==> src/ctsw_pkg.sv <==
// ctsw_pkg: shared constants, codes and types of the contingency table swap walk core
// no dependencies; imported by every module of the block
`default_nettype none

package ctsw_pkg;

	// table geometry and count width
	localparam int MAX_GROUPS     = 8;
	localparam int MAX_CANDIDATES = 8;
	localparam int COUNT_BITS     = 16;

	localparam int GRP_W   = $clog2(MAX_GROUPS);
	localparam int CAND_W  = $clog2(MAX_CANDIDATES);
	localparam int NG_W    = $clog2(MAX_GROUPS + 1);
	localparam int NC_W    = $clog2(MAX_CANDIDATES + 1);
	localparam int CELLS   = MAX_GROUPS * MAX_CANDIDATES;
	localparam int CELL_W  = $clog2(CELLS);

	// fixed field widths of the ports
	localparam int OP_W     = 3;
	localparam int SLOT_W   = 3;
	localparam int IDX_W    = 3;
	localparam int TOTAL_W  = 16;
	localparam int STAT_W   = 2;
	localparam int VALUE_W  = 16;
	localparam int REG_W    = 4;
	localparam int CFG_IDX_W = 1;

	// queue between front and back
	localparam int QUEUE_DEPTH = 2;
	localparam int QPTR_W      = $clog2(QUEUE_DEPTH);
	localparam int QCNT_W      = $clog2(QUEUE_DEPTH + 1);

	localparam logic [COUNT_BITS-1:0] COUNT_MAX = '1;

	// input op codes
	localparam logic [OP_W-1:0] OP_LOAD_GROUP = 3'd0;
	localparam logic [OP_W-1:0] OP_LOAD_CAND  = 3'd1;
	localparam logic [OP_W-1:0] OP_BUILD      = 3'd2;
	localparam logic [OP_W-1:0] OP_RESTART    = 3'd3;
	localparam logic [OP_W-1:0] OP_STEP       = 3'd4;
	localparam logic [OP_W-1:0] OP_DUMP       = 3'd5;

	// result status codes
	localparam logic [STAT_W-1:0] STAT_DONE = 2'd0;
	localparam logic [STAT_W-1:0] STAT_SKIP = 2'd1;
	localparam logic [STAT_W-1:0] STAT_BAD  = 2'd2;

	// configuration register indexes and reset values
	localparam logic [CFG_IDX_W-1:0] CFG_NUM_GROUPS = 1'b0;
	localparam logic [CFG_IDX_W-1:0] CFG_NUM_CANDS  = 1'b1;
	localparam logic [REG_W-1:0]     CFG_GROUPS_RST = 4'd8;
	localparam logic [REG_W-1:0]     CFG_CANDS_RST  = 4'd8;

	// classified work kinds
	typedef enum logic [2:0] {
		K_LOAD_G,
		K_LOAD_C,
		K_BUILD,
		K_RESTART,
		K_STEP,
		K_DUMP,
		K_REJECT
	} kind_t;

	// one classified transaction as it waits in the queue
	typedef struct packed {
		kind_t                 kind;
		logic [SLOT_W-1:0]     slot;
		logic [COUNT_BITS-1:0] total;
		logic [GRP_W-1:0]      ga;
		logic [GRP_W-1:0]      gb;
		logic [CAND_W-1:0]     ca;
		logic [CAND_W-1:0]     cb;
		logic [NG_W-1:0]       ng;
		logic [NC_W-1:0]       nc;
	} entry_t;

	// queue status seen by front, back and checks
	typedef struct packed {
		logic empty;
		logic full;
	} queue_stat_t;

	// linear cell address of a row and column
	function automatic logic [CELL_W-1:0] cell_addr(input logic [GRP_W-1:0] g,
			input logic [CAND_W-1:0] c);
		cell_addr = CELL_W'(CELL_W'(g) * CELL_W'(MAX_CANDIDATES) + CELL_W'(c));
	endfunction

endpackage

`default_nettype wire

==> src/ctsw_front.sv <==
// ctsw_front: accepts transactions, holds the configuration registers and classifies
// each op into a queue entry; depends on ctsw_pkg
`default_nettype none

module ctsw_front import ctsw_pkg::*; (
	input  wire logic                 clk,
	input  wire logic                 arst_n,
	input  wire logic                 start,
	output logic                      busy,
	input  wire logic [OP_W-1:0]      op,
	input  wire logic [SLOT_W-1:0]    slot,
	input  wire logic [TOTAL_W-1:0]   total,
	input  wire logic [IDX_W-1:0]     group_a,
	input  wire logic [IDX_W-1:0]     group_b,
	input  wire logic [IDX_W-1:0]     cand_a,
	input  wire logic [IDX_W-1:0]     cand_b,
	input  wire logic                 cfg_we,
	input  wire logic [CFG_IDX_W-1:0] cfg_index,
	input  wire logic [REG_W-1:0]     cfg_data,
	input  wire queue_stat_t          q_stat,
	output logic                      push,
	output entry_t                    push_entry
);

	logic [REG_W-1:0] groups_cfg_q;
	logic [REG_W-1:0] cands_cfg_q;
	logic [NG_W-1:0]  ng;
	logic [NC_W-1:0]  nc;
	logic             step_bad;

	// configuration registers
	always_ff @(posedge clk or negedge arst_n) begin
		if (!arst_n) begin
			groups_cfg_q <= CFG_GROUPS_RST;
			cands_cfg_q  <= CFG_CANDS_RST;
		end else if (cfg_we) begin
			case (cfg_index)
				CFG_NUM_GROUPS: groups_cfg_q <= cfg_data;
				CFG_NUM_CANDS:  cands_cfg_q  <= cfg_data;
				default: ;
			endcase
		end
	end

	// saturate row and column counts into the usable range
	always_comb begin
		if (int'(groups_cfg_q) < 2)
			ng = NG_W'(2);
		else if (int'(groups_cfg_q) > MAX_GROUPS)
			ng = NG_W'(MAX_GROUPS);
		else
			ng = NG_W'(groups_cfg_q);
		if (int'(cands_cfg_q) < 2)
			nc = NC_W'(2);
		else if (int'(cands_cfg_q) > MAX_CANDIDATES)
			nc = NC_W'(MAX_CANDIDATES);
		else
			nc = NC_W'(cands_cfg_q);
	end

	// swap indices must lie in use and differ
	assign step_bad = (NG_W'(group_a) >= ng) || (NG_W'(group_b) >= ng) ||
		(NC_W'(cand_a) >= nc) || (NC_W'(cand_b) >= nc) ||
		(group_a == group_b) || (cand_a == cand_b);

	assign busy = q_stat.full;
	assign push = start && !q_stat.full;

	// classify the op
	always_comb begin
		push_entry.slot  = slot;
		push_entry.total = COUNT_BITS'(total);
		push_entry.ga    = GRP_W'(group_a);
		push_entry.gb    = GRP_W'(group_b);
		push_entry.ca    = CAND_W'(cand_a);
		push_entry.cb    = CAND_W'(cand_b);
		push_entry.ng    = ng;
		push_entry.nc    = nc;
		case (op)
			OP_LOAD_GROUP: push_entry.kind = (int'(slot) < MAX_GROUPS) ? K_LOAD_G : K_REJECT;
			OP_LOAD_CAND:  push_entry.kind = (int'(slot) < MAX_CANDIDATES) ? K_LOAD_C : K_REJECT;
			OP_BUILD:      push_entry.kind = K_BUILD;
			OP_RESTART:    push_entry.kind = K_RESTART;
			OP_STEP:       push_entry.kind = step_bad ? K_REJECT : K_STEP;
			OP_DUMP:       push_entry.kind = K_DUMP;
			default:       push_entry.kind = K_REJECT;
		endcase
	end

endmodule

`default_nettype wire

==> src/ctsw_queue.sv <==
// ctsw_queue: short fifo of classified entries between front and back
// depends on ctsw_pkg
`default_nettype none

module ctsw_queue import ctsw_pkg::*; (
	input  wire logic   clk,
	input  wire logic   arst_n,
	input  wire logic   push,
	input  wire entry_t push_entry,
	input  wire logic   pop,
	output entry_t      head,
	output queue_stat_t q_stat
);

	entry_t            slots_q [QUEUE_DEPTH];
	logic [QPTR_W-1:0] rd_ptr_q;
	logic [QPTR_W-1:0] wr_ptr_q;
	logic [QCNT_W-1:0] count_q;

	assign q_stat.empty = (count_q == '0);
	assign q_stat.full  = (count_q == QCNT_W'(QUEUE_DEPTH));
	assign head         = slots_q[rd_ptr_q];

	// entry storage
	always_ff @(posedge clk) begin
		if (push)
			slots_q[wr_ptr_q] <= push_entry;
	end

	// pointers and fill count
	always_ff @(posedge clk or negedge arst_n) begin
		if (!arst_n) begin
			rd_ptr_q <= '0;
			wr_ptr_q <= '0;
			count_q  <= '0;
		end else begin
			if (push)
				wr_ptr_q <= (wr_ptr_q == QPTR_W'(QUEUE_DEPTH - 1)) ? '0 : wr_ptr_q + 1'b1;
			if (pop)
				rd_ptr_q <= (rd_ptr_q == QPTR_W'(QUEUE_DEPTH - 1)) ? '0 : rd_ptr_q + 1'b1;
			if (push && !pop)
				count_q <= count_q + 1'b1;
			else if (pop && !push)
				count_q <= count_q - 1'b1;
		end
	end

endmodule

`default_nettype wire

==> src/ctsw_back.sv <==
// ctsw_back: carries out queued ops on the totals, start table and working table
// holds both table memories; depends on ctsw_pkg
`default_nettype none

module ctsw_back import ctsw_pkg::*; (
	input  wire logic         clk,
	input  wire logic         arst_n,
	input  wire entry_t       head,
	input  wire queue_stat_t  q_stat,
	output logic              pop,
	output logic              done,
	output logic [STAT_W-1:0] status,
	output logic [IDX_W-1:0]  cell_group,
	output logic [IDX_W-1:0]  cell_candidate,
	output logic [VALUE_W-1:0] cell_value,
	output logic              last
);

	typedef enum logic [6:0] {
		ST_IDLE  = 7'b0000001,
		ST_BUILD = 7'b0000010,
		ST_COPY  = 7'b0000100,
		ST_RD2   = 7'b0001000,
		ST_CHK   = 7'b0010000,
		ST_WR    = 7'b0100000,
		ST_DUMP  = 7'b1000000
	} state_t;

	state_t                state_q;
	entry_t                cur_q;
	logic [GRP_W-1:0]      g_q;
	logic [CAND_W-1:0]     c_q;
	logic [CELL_W:0]       cnt_q;
	logic [1:0]            wr_q;
	logic [COUNT_BITS-1:0] group_tot_q [MAX_GROUPS];
	logic [COUNT_BITS-1:0] cand_tot_q  [MAX_CANDIDATES];
	logic [COUNT_BITS-1:0] gl_q        [MAX_GROUPS];
	logic [COUNT_BITS-1:0] cl_q        [MAX_CANDIDATES];
	logic                  start_built_q;
	logic                  work_loaded_q;
	logic [COUNT_BITS-1:0] vaa_q, vbb_q, vab_q, vba_q;
	logic                  dump_s1;
	logic [GRP_W-1:0]      dg_s1;
	logic [CAND_W-1:0]     dc_s1;
	logic                  dlast_s1;

	// table memories
	logic [COUNT_BITS-1:0] start_mem [CELLS];
	logic [COUNT_BITS-1:0] work_mem  [CELLS];
	logic [COUNT_BITS-1:0] start_rd_q;
	logic [COUNT_BITS-1:0] work_rd_a_q;
	logic [COUNT_BITS-1:0] work_rd_b_q;
	logic                  start_we;
	logic [CELL_W-1:0]     start_wa;
	logic [COUNT_BITS-1:0] start_wd;
	logic [CELL_W-1:0]     start_ra;
	logic                  work_we;
	logic [CELL_W-1:0]     work_wa;
	logic [COUNT_BITS-1:0] work_wd;
	logic [CELL_W-1:0]     work_ra_a;
	logic [CELL_W-1:0]     work_ra_b;

	logic [COUNT_BITS-1:0] start_val, wa_val, wb_val;
	logic [COUNT_BITS-1:0] gsel, csel, bmin;
	logic                  cell_in;
	logic                  skip;
	logic                  dump_end;

	// tables read as zero until first fully written
	assign start_val = start_built_q ? start_rd_q : '0;
	assign wa_val    = work_loaded_q ? work_rd_a_q : '0;
	assign wb_val    = work_loaded_q ? work_rd_b_q : '0;

	// northwest-corner cell value
	assign gsel    = gl_q[g_q];
	assign csel    = cl_q[c_q];
	assign bmin    = (gsel < csel) ? gsel : csel;
	assign cell_in = (NG_W'(g_q) < cur_q.ng) && (NC_W'(c_q) < cur_q.nc);

	// swap move is skipped on an empty source or a saturated target
	assign skip = (vaa_q == '0) || (vbb_q == '0) || (wa_val == COUNT_MAX) ||
		(wb_val == COUNT_MAX);

	assign dump_end = (NG_W'(g_q) == cur_q.ng - 1'b1) && (NC_W'(c_q) == cur_q.nc - 1'b1);

	assign pop = (state_q == ST_IDLE) && !q_stat.empty && !dump_s1;

	always_ff @(posedge clk) begin
		if (start_we)
			start_mem[start_wa] <= start_wd;
		start_rd_q <= start_mem[start_ra];
	end

	always_ff @(posedge clk) begin
		if (work_we)
			work_mem[work_wa] <= work_wd;
		work_rd_a_q <= work_mem[work_ra_a];
		work_rd_b_q <= work_mem[work_ra_b];
	end

	// memory addresses and writes per state
	always_comb begin
		start_we  = 1'b0;
		start_wa  = cell_addr(g_q, c_q);
		start_wd  = cell_in ? bmin : '0;
		start_ra  = cnt_q[CELL_W-1:0];
		work_we   = 1'b0;
		work_wa   = cell_addr(cur_q.ga, cur_q.ca);
		work_wd   = vaa_q - 1'b1;
		work_ra_a = cell_addr(head.ga, head.ca);
		work_ra_b = cell_addr(head.gb, head.cb);
		case (state_q)
			ST_BUILD: start_we = 1'b1;
			ST_COPY: begin
				work_we = (cnt_q != '0);
				work_wa = CELL_W'(cnt_q - 1'b1);
				work_wd = start_val;
			end
			ST_RD2: begin
				work_ra_a = cell_addr(cur_q.ga, cur_q.cb);
				work_ra_b = cell_addr(cur_q.gb, cur_q.ca);
			end
			ST_CHK: work_we = !skip;
			ST_WR: begin
				work_we = 1'b1;
				if (wr_q == 2'd0) begin
					work_wa = cell_addr(cur_q.gb, cur_q.cb);
					work_wd = vbb_q - 1'b1;
				end else if (wr_q == 2'd1) begin
					work_wa = cell_addr(cur_q.ga, cur_q.cb);
					work_wd = vab_q + 1'b1;
				end else begin
					work_wa = cell_addr(cur_q.gb, cur_q.ca);
					work_wd = vba_q + 1'b1;
				end
			end
			ST_DUMP: work_ra_a = cell_addr(g_q, c_q);
			default: ;
		endcase
	end

	// sequencer, totals and result register
	always_ff @(posedge clk or negedge arst_n) begin
		if (!arst_n) begin
			state_q        <= ST_IDLE;
			cur_q          <= '0;
			g_q            <= '0;
			c_q            <= '0;
			cnt_q          <= '0;
			wr_q           <= '0;
			start_built_q  <= 1'b0;
			work_loaded_q  <= 1'b0;
			vaa_q          <= '0;
			vbb_q          <= '0;
			vab_q          <= '0;
			vba_q          <= '0;
			dump_s1        <= 1'b0;
			dg_s1          <= '0;
			dc_s1          <= '0;
			dlast_s1       <= 1'b0;
			done           <= 1'b0;
			status         <= STAT_DONE;
			cell_group     <= '0;
			cell_candidate <= '0;
			cell_value     <= '0;
			last           <= 1'b0;
			for (int i = 0; i < MAX_GROUPS; i++) begin
				group_tot_q[i] <= '0;
				gl_q[i]        <= '0;
			end
			for (int i = 0; i < MAX_CANDIDATES; i++) begin
				cand_tot_q[i] <= '0;
				cl_q[i]       <= '0;
			end
		end else begin
			done           <= 1'b0;
			dump_s1        <= 1'b0;
			status         <= STAT_DONE;
			cell_group     <= '0;
			cell_candidate <= '0;
			cell_value     <= '0;
			last           <= 1'b1;

			// dumped cell leaves from the registered memory read, tracked by dump_s1
			if (dump_s1) begin
				done           <= 1'b1;
				cell_group     <= IDX_W'(dg_s1);
				cell_candidate <= IDX_W'(dc_s1);
				cell_value     <= VALUE_W'(wa_val);
				last           <= dlast_s1;
			end

			case (state_q)
				ST_IDLE: begin
					if (pop) begin
						cur_q <= head;
						g_q   <= '0;
						c_q   <= '0;
						cnt_q <= '0;
						case (head.kind)
							K_LOAD_G: begin
								group_tot_q[GRP_W'(head.slot)] <= head.total;
								done <= 1'b1;
							end
							K_LOAD_C: begin
								cand_tot_q[CAND_W'(head.slot)] <= head.total;
								done <= 1'b1;
							end
							K_BUILD: begin
								gl_q    <= group_tot_q;
								cl_q    <= cand_tot_q;
								state_q <= ST_BUILD;
							end
							K_RESTART: state_q <= ST_COPY;
							K_STEP:    state_q <= ST_RD2;
							K_DUMP:    state_q <= ST_DUMP;
							default: begin
								done   <= 1'b1;
								status <= STAT_BAD;
							end
						endcase
					end
				end
				ST_BUILD: begin
					if (cell_in) begin
						gl_q[g_q] <= gsel - bmin;
						cl_q[c_q] <= csel - bmin;
					end
					if (c_q == CAND_W'(MAX_CANDIDATES - 1)) begin
						c_q <= '0;
						g_q <= g_q + 1'b1;
					end else begin
						c_q <= c_q + 1'b1;
					end
					if (c_q == CAND_W'(MAX_CANDIDATES - 1) && g_q == GRP_W'(MAX_GROUPS - 1)) begin
						start_built_q <= 1'b1;
						done          <= 1'b1;
						state_q       <= ST_IDLE;
					end
				end
				ST_COPY: begin
					cnt_q <= cnt_q + 1'b1;
					if (cnt_q == (CELL_W + 1)'(CELLS)) begin
						work_loaded_q <= 1'b1;
						done          <= 1'b1;
						state_q       <= ST_IDLE;
					end
				end
				ST_RD2: begin
					vaa_q   <= wa_val;
					vbb_q   <= wb_val;
					state_q <= ST_CHK;
				end
				ST_CHK: begin
					done <= 1'b1;
					if (skip) begin
						status  <= STAT_SKIP;
						state_q <= ST_IDLE;
					end else begin
						vab_q   <= wa_val;
						vba_q   <= wb_val;
						wr_q    <= '0;
						state_q <= ST_WR;
					end
				end
				ST_WR: begin
					wr_q <= wr_q + 1'b1;
					if (wr_q == 2'd2)
						state_q <= ST_IDLE;
				end
				ST_DUMP: begin
					dump_s1  <= 1'b1;
					dg_s1    <= g_q;
					dc_s1    <= c_q;
					dlast_s1 <= dump_end;
					if (NC_W'(c_q) == cur_q.nc - 1'b1) begin
						c_q <= '0;
						g_q <= g_q + 1'b1;
					end else begin
						c_q <= c_q + 1'b1;
					end
					if (dump_end)
						state_q <= ST_IDLE;
				end
				default: state_q <= ST_IDLE;
			endcase
		end
	end

endmodule

`default_nettype wire

==> src/contingency_table_swap_walk_core.sv <==
// contingency_table_swap_walk_core: top level of the swap walk block
// ties front, queue and back together; depends on ctsw_pkg and the ctsw_* modules
//
// usage: a transaction is taken at a rising edge where start is high and busy is
// low; op selects load group total, load candidate total, build, restart, step or
// dump. busy rises only when the two-entry queue in front of the executor is full.
// each result shows on status, cell_group, cell_candidate, cell_value and last for
// one cycle while done is high; the receiver cannot stall, so results just leave.
// the executor takes a new transaction from the queue only when idle. a load or
// rejected op finishes at the pop; a step reads its four cells, gives its result,
// then makes three more single-port writes of the working table (none when skipped);
// build walks all 64 cells northwest-corner at one cell per cycle; restart copies
// all 64 cells, each written from the registered start table read; dump gives one
// cell per cycle over the ng*nc cells in use, row by row. a transaction can also
// wait in the queue behind earlier ones.
// reset clears totals, counts and status; both tables read as zero until first
// built or restarted, so no clearing pass is needed. the user must write the
// configuration registers num_groups and num_candidates (reset 8) through cfg_we
// only while idle; the block itself does not enforce it.
`default_nettype none

module contingency_table_swap_walk_core import ctsw_pkg::*; (
	input  wire logic                 clk,
	input  wire logic                 arst_n,
	input  wire logic                 start,
	output logic                      busy,
	input  wire logic [OP_W-1:0]      op,
	input  wire logic [SLOT_W-1:0]    slot,
	input  wire logic [TOTAL_W-1:0]   total,
	input  wire logic [IDX_W-1:0]     group_a,
	input  wire logic [IDX_W-1:0]     group_b,
	input  wire logic [IDX_W-1:0]     cand_a,
	input  wire logic [IDX_W-1:0]     cand_b,
	input  wire logic                 cfg_we,
	input  wire logic [CFG_IDX_W-1:0] cfg_index,
	input  wire logic [REG_W-1:0]     cfg_data,
	output logic                      done,
	output logic [STAT_W-1:0]         status,
	output logic [IDX_W-1:0]          cell_group,
	output logic [IDX_W-1:0]          cell_candidate,
	output logic [VALUE_W-1:0]        cell_value,
	output logic                      last
);

	queue_stat_t q_stat;
	entry_t      push_entry;
	entry_t      head;
	logic        push;
	logic        pop;

	// accept and classify
	ctsw_front u_front (
		.clk        (clk),
		.arst_n     (arst_n),
		.start      (start),
		.busy       (busy),
		.op         (op),
		.slot       (slot),
		.total      (total),
		.group_a    (group_a),
		.group_b    (group_b),
		.cand_a     (cand_a),
		.cand_b     (cand_b),
		.cfg_we     (cfg_we),
		.cfg_index  (cfg_index),
		.cfg_data   (cfg_data),
		.q_stat     (q_stat),
		.push       (push),
		.push_entry (push_entry)
	);

	// decoupling queue
	ctsw_queue u_queue (
		.clk        (clk),
		.arst_n     (arst_n),
		.push       (push),
		.push_entry (push_entry),
		.pop        (pop),
		.head       (head),
		.q_stat     (q_stat)
	);

	// executor with table memories
	ctsw_back u_back (
		.clk            (clk),
		.arst_n         (arst_n),
		.head           (head),
		.q_stat         (q_stat),
		.pop            (pop),
		.done           (done),
		.status         (status),
		.cell_group     (cell_group),
		.cell_candidate (cell_candidate),
		.cell_value     (cell_value),
		.last           (last)
	);

`ifndef ASSERT_OFF
	// queue never reports full and empty together
	a_queue_state: assert property (@(posedge clk) disable iff (!arst_n)
		!(q_stat.full && q_stat.empty))
		else $error("queue full and empty at once");

	// no transaction is pushed into a full queue
	a_no_push_full: assert property (@(posedge clk) disable iff (!arst_n)
		push |-> !q_stat.full)
		else $error("push into full queue");

	// rejected transactions give a single result with empty cell fields
	a_bad_plain: assert property (@(posedge clk) disable iff (!arst_n)
		done && status == STAT_BAD |-> last && cell_value == '0 && cell_group == '0)
		else $error("bad status result carries cell data");

	// a skipped move gives a single result with no cell value
	a_skip_single: assert property (@(posedge clk) disable iff (!arst_n)
		done && status == STAT_SKIP |-> last && cell_value == '0)
		else $error("skip result not a single plain result");
`endif

endmodule

`default_nettype wire

==> config.mk <==
export PLATFORM = sky130hd
export DESIGN_NAME = contingency_table_swap_walk_core
export DESIGN_NICKNAME = d
export VERILOG_FILES = /design/src/ctsw_pkg.sv /design/src/ctsw_front.sv /design/src/ctsw_queue.sv /design/src/ctsw_back.sv /design/src/contingency_table_swap_walk_core.sv
export SDC_FILE = /design/constraint.sdc
export NUM_CORES = 2
export LEC_CHECK = 0
export ABC_AREA = 1
export BUFFER_PORTS_ARGS = -buffer_cell sky130_fd_sc_hd__buf_2
export CAP_MARGIN = 20
export CORE_MARGIN = 2
export CORE_UTILIZATION = 30
export DETAILED_ROUTE_END_ITERATION = 8
export PLACE_DENSITY = 0.41
export SETUP_SLACK_MARGIN = 0.05
export SLEW_MARGIN = 25
export SYNTH_ARGS = -nofsm -noshare
export SYNTH_HDL_FRONTEND = slang
export SYNTH_SLANG_ARGS = --single-unit
==> constraint.sdc <==
create_clock -name clk -period 8.7 [get_ports clk]
set_input_delay 1.74 -clock clk [delete_from_list [all_inputs] [get_ports clk]]
set_output_delay 1.74 -clock clk [all_outputs]
set_load 0.05 [all_outputs]
==> impl_metrics.json <==
{
  "row_count": 239,
  "overflow": 0,
  "p_per_area_nw_per_um2": 440,
  "finalSetupViolations": 0,
  "rsz0062_at_grt": "no",
  "syn_to_final_growth_pct": 14.8,
  "synthMuxAreaShare": 0.00246,
  "status": "complete, but fails checks",
  "antenna_found_initial": 27,
  "finalCritPeriodShare": 0.809,
  "drc_errors": 2,
  "synth_compound_area_frac": 0.178,
  "vias": 99410,
  "synth.distinct_cells": 67,
  "cts_root_buf": "clkbuf_16",
  "end_kind": "flop",
  "ys_ff_latch": 2846,
  "clockBufferDepth": 4,
  "grt_pass1_wl_mm": 719,
  "skew_ps": 65.9,
  "fp.dieH_um": 656,
  "worst-slew-pin-transition_ps": 1200,
  "worstPathArrival_ps": 7870,
  "synth.avg_cell_area_um2": 10.4,
  "finalMaxSlewViolations": 0,
  "cp.required_ps": 9540,
  "grt_pass1_vias": 95291,
  "io_pins": 70,
  "period_minus_slack_ps": 7030,
  "cts_tree": "yes",
  "dp_hpwl_mm": 305,
  "vias_per_cell": 5.51,
  "synth_top_area_frac": 0.502,
  "yosys_most_used_dff": "edfxtp_1",
  "synth_edf_count": 2132,
  "synth_top_family_by_area": "compound AO/OA/AOI/OAI gates",
  "first_pass_iters": 8,
  "maxCapViolCount": 0,
  "ys_top_cells_by_area": "edfxtp_1 (50%), dfrtp_1 (13%), o21ai_0 (7.0%)",
  "p_total_mw": 64.5,
  "tns_ps": 0,
  "cp_max_fo": 53,
  "ctsResizeCount": 0,
  "netlist_instances": 12220,
  "cp-start-kind": "flop",
  "drt-total-wl_mm": 511,
  "portBuffers": 69,
  "initialDrtViolationCount": 11451,
  "async_reset_ff_frac": 0.234,
  "grt_usage": 0.228,
  "relSlewSlack": 0.189,
  "fmax_mhz": 142,
  "synth_xor_area_frac": 0.00306,
  "regArea_um2": 81700,
  "wl_per_cell_um": 28.3,
  "hold_class": "reg2reg",
  "gp_congestion": 0.903,
  "hold_viol": 0,
  "synth_top_area_cell": "edfxtp_1",
  "holdBufCountCts": 0,
  "cts.clk_slew.worst_paths_ps": 60,
  "critical_path_class": "reg2reg",
  "cts_made_buffers": 338,
  "ys_seq_area_frac": 0.640,
  "coreArea_um2": 423000,
  "synthAdderAreaFrac": 0.00618,
  "synth-simple-area-share": 0.119,
  "syn_nets": 12326,
  "final_antenna_net_count": 0,
  "clock_latency_ps": 980,
  "clock-sinks": 2846,
  "failed_checks": "DRC",
  "netlist_area_um2": 128000,
  "h-tree-depth": 5,
  "leakage_nw": 53.5,
  "post_cts_buffers": 0,
  "layout.nets": 12179,
  "ir_drop_mv": 0.520,
  "die_x_um": 656,
  "drive_above_1_share": 0.0971,
  "nFillCells": 42264,
  "grt_max_degree": 176,
  "ys.warnings.count": 0,
  "die-area_um2": 430000,
  "multi_input_area_um2": 40500,
  "initial_core_util": 0.301
}
==> layout make-up <==
type                    count  share of cell area
diodes                     30            0.000513
clock buffers             462              0.0638
clock inverters           152              0.0100
inverters                 803              0.0210
multi-input cells        7695               0.277
flip-flops and latches   2846               0.558
well taps                5663              0.0484
repair buffers            389              0.0219
==> registers in the layout, summed over array words and instances, names as in the netlist, 20 cells and up <==
name	count
u_back.start_mem	1024
u_back.work_mem	1024
u_back.cand_tot_q	128
u_back.cl_q	128
u_back.gl_q	128
u_back.group_tot_q	128
u_queue.slots_q	84
u_back.cur_q	20
==> cells in the mapped netlist (all sizes together) (69+ instances only) <==
| cell type | instances |
|---|---|
| a22oi | 116 |
| nand3 | 491 |
| edfxtp | 2132 |
| a21oi | 593 |
| buf | 115 |
| o311ai | 207 |
| a21boi | 87 |
| o22ai | 388 |
| o221ai | 149 |
| inv | 791 |
| o21ai | 1822 |
| o211ai | 188 |
| nand4 | 69 |
| clkbuf | 761 |
| dfrtp | 663 |
| nand2 | 1339 |
| a221oi | 83 |
| nor2 | 1812 |
==> layer usage <==
layer  wire length [um]  vias to the layer above  share of wire  GRT usage
li1                   -                    43760              -          -
met1             225000                    50548           0.44      0.320
met2             233000                     4299           0.46      0.362
met3              35600                      799          0.070     0.0338
met4              17300                        4          0.034     0.0764
met5                 27                        -       0.000053          0
==> worst max-delay path, cell delays in order, from the launching register on <==
cell and delay, ps:
dfrtp_1 580, inv_4 140, nand2_1 640, inv_1 370
a221oi_1 410, nand2_1 260, ha_1 360, a21oi_1 130
nor2_1 60, a211oi_1 170, nand2_1 90, nand2_2 360
nand2_4 480, o21ai_0 870, ha_1 270, inv_1 50
ha_1 180, inv_1 50, nand2_1 210, xnor2_1 870
nand2_1 110, a22oi_1 190
==> cell families (layout without fill, tap and decap cells) <==
kind of cell / after synthesis / count (layout)
other cells: 0 / 30
fa+ha+maj: 63 / 63
compound gates: 3794 / 3794
buf+inv: 1679 / 1806
mux: 30 / 30
xor+xnor: 39 / 39
simple gates: 3769 / 3769
flops: 2846 / 2846
==> final timing paths <==
path / start / to / slack, ps / cells after the start
max: u_back.g_q[0] / u_back.cl_q[114] / 1670 / 21
min: u_back.start_built_q / u_back.start_built_q / 460 / 2
max reg2reg: u_back.g_q[0] / u_back.cl_q[114] / 1670 / 21
min reg2reg: u_back.start_built_q / u_back.start_built_q / 460 / 2
max in group asynchronous: arst_n / u_back.vab_q[8] / 5750 / 3
min in group asynchronous: arst_n / u_back.group_tot_q[41] / 790 / 1
==> report_power, final <==
| part | internal (mW) | total (mW) | switching, mW | leakage [nW] |
|---|---|---|---|---|
| clock | 8.17 | 14.1 | 5.92 | 5.27 |
| combinational | 6.71 | 29.9 | 23.2 | 19.2 |
| sequential | 19.6 | 20.5 | 0.938 | 29.0 |
| total | 34.5 | 64.5 | 30.0 | 53.5 |
==> metrics by stage <==
step	area, um2	std cells	worst slack, ps	hold WS (ps)	utilization
3_3_place_gp	135000	17391	1990	449	0.320
2_1_floorplan	128000	12220	2490	428	-
6_report	146000	18040	1670	460	0.346
4_1_cts	146000	18007	1750	463	0.345
5_1_grt	146000	18029	1220	504	0.346
3_5_place_dp	135000	17393	1800	450	0.320
==> cell usage in the layout, fill, tap and decap left out, types with 27 or more instances in the layout <==
cell	count
a21boi_1	82
a21oi_1	582
a221oi_1	83
a22o_1	33
a22oi_1	116
buf_12	29
buf_2	68
buf_4	286
clkbuf_1	90
clkbuf_16	345
clkbuf_8	27
clkinv_1	65
clkinv_2	47
dfrtp_1	660
dfxtp_1	48
diode_2	30
edfxtp_1	2132
ha_1	63
inv_1	761
nand2_1	1295
nand2_2	40
nand3_1	474
nand4_1	62
nor2_1	1678
nor2_2	89
nor2_4	45
nor3_1	27
o211ai_1	188
o21ai_0	1782
o221ai_1	145
o22ai_1	387
o311ai_0	187
o32ai_1	52
No activity file was read; power rests on OpenSTA's default activity.
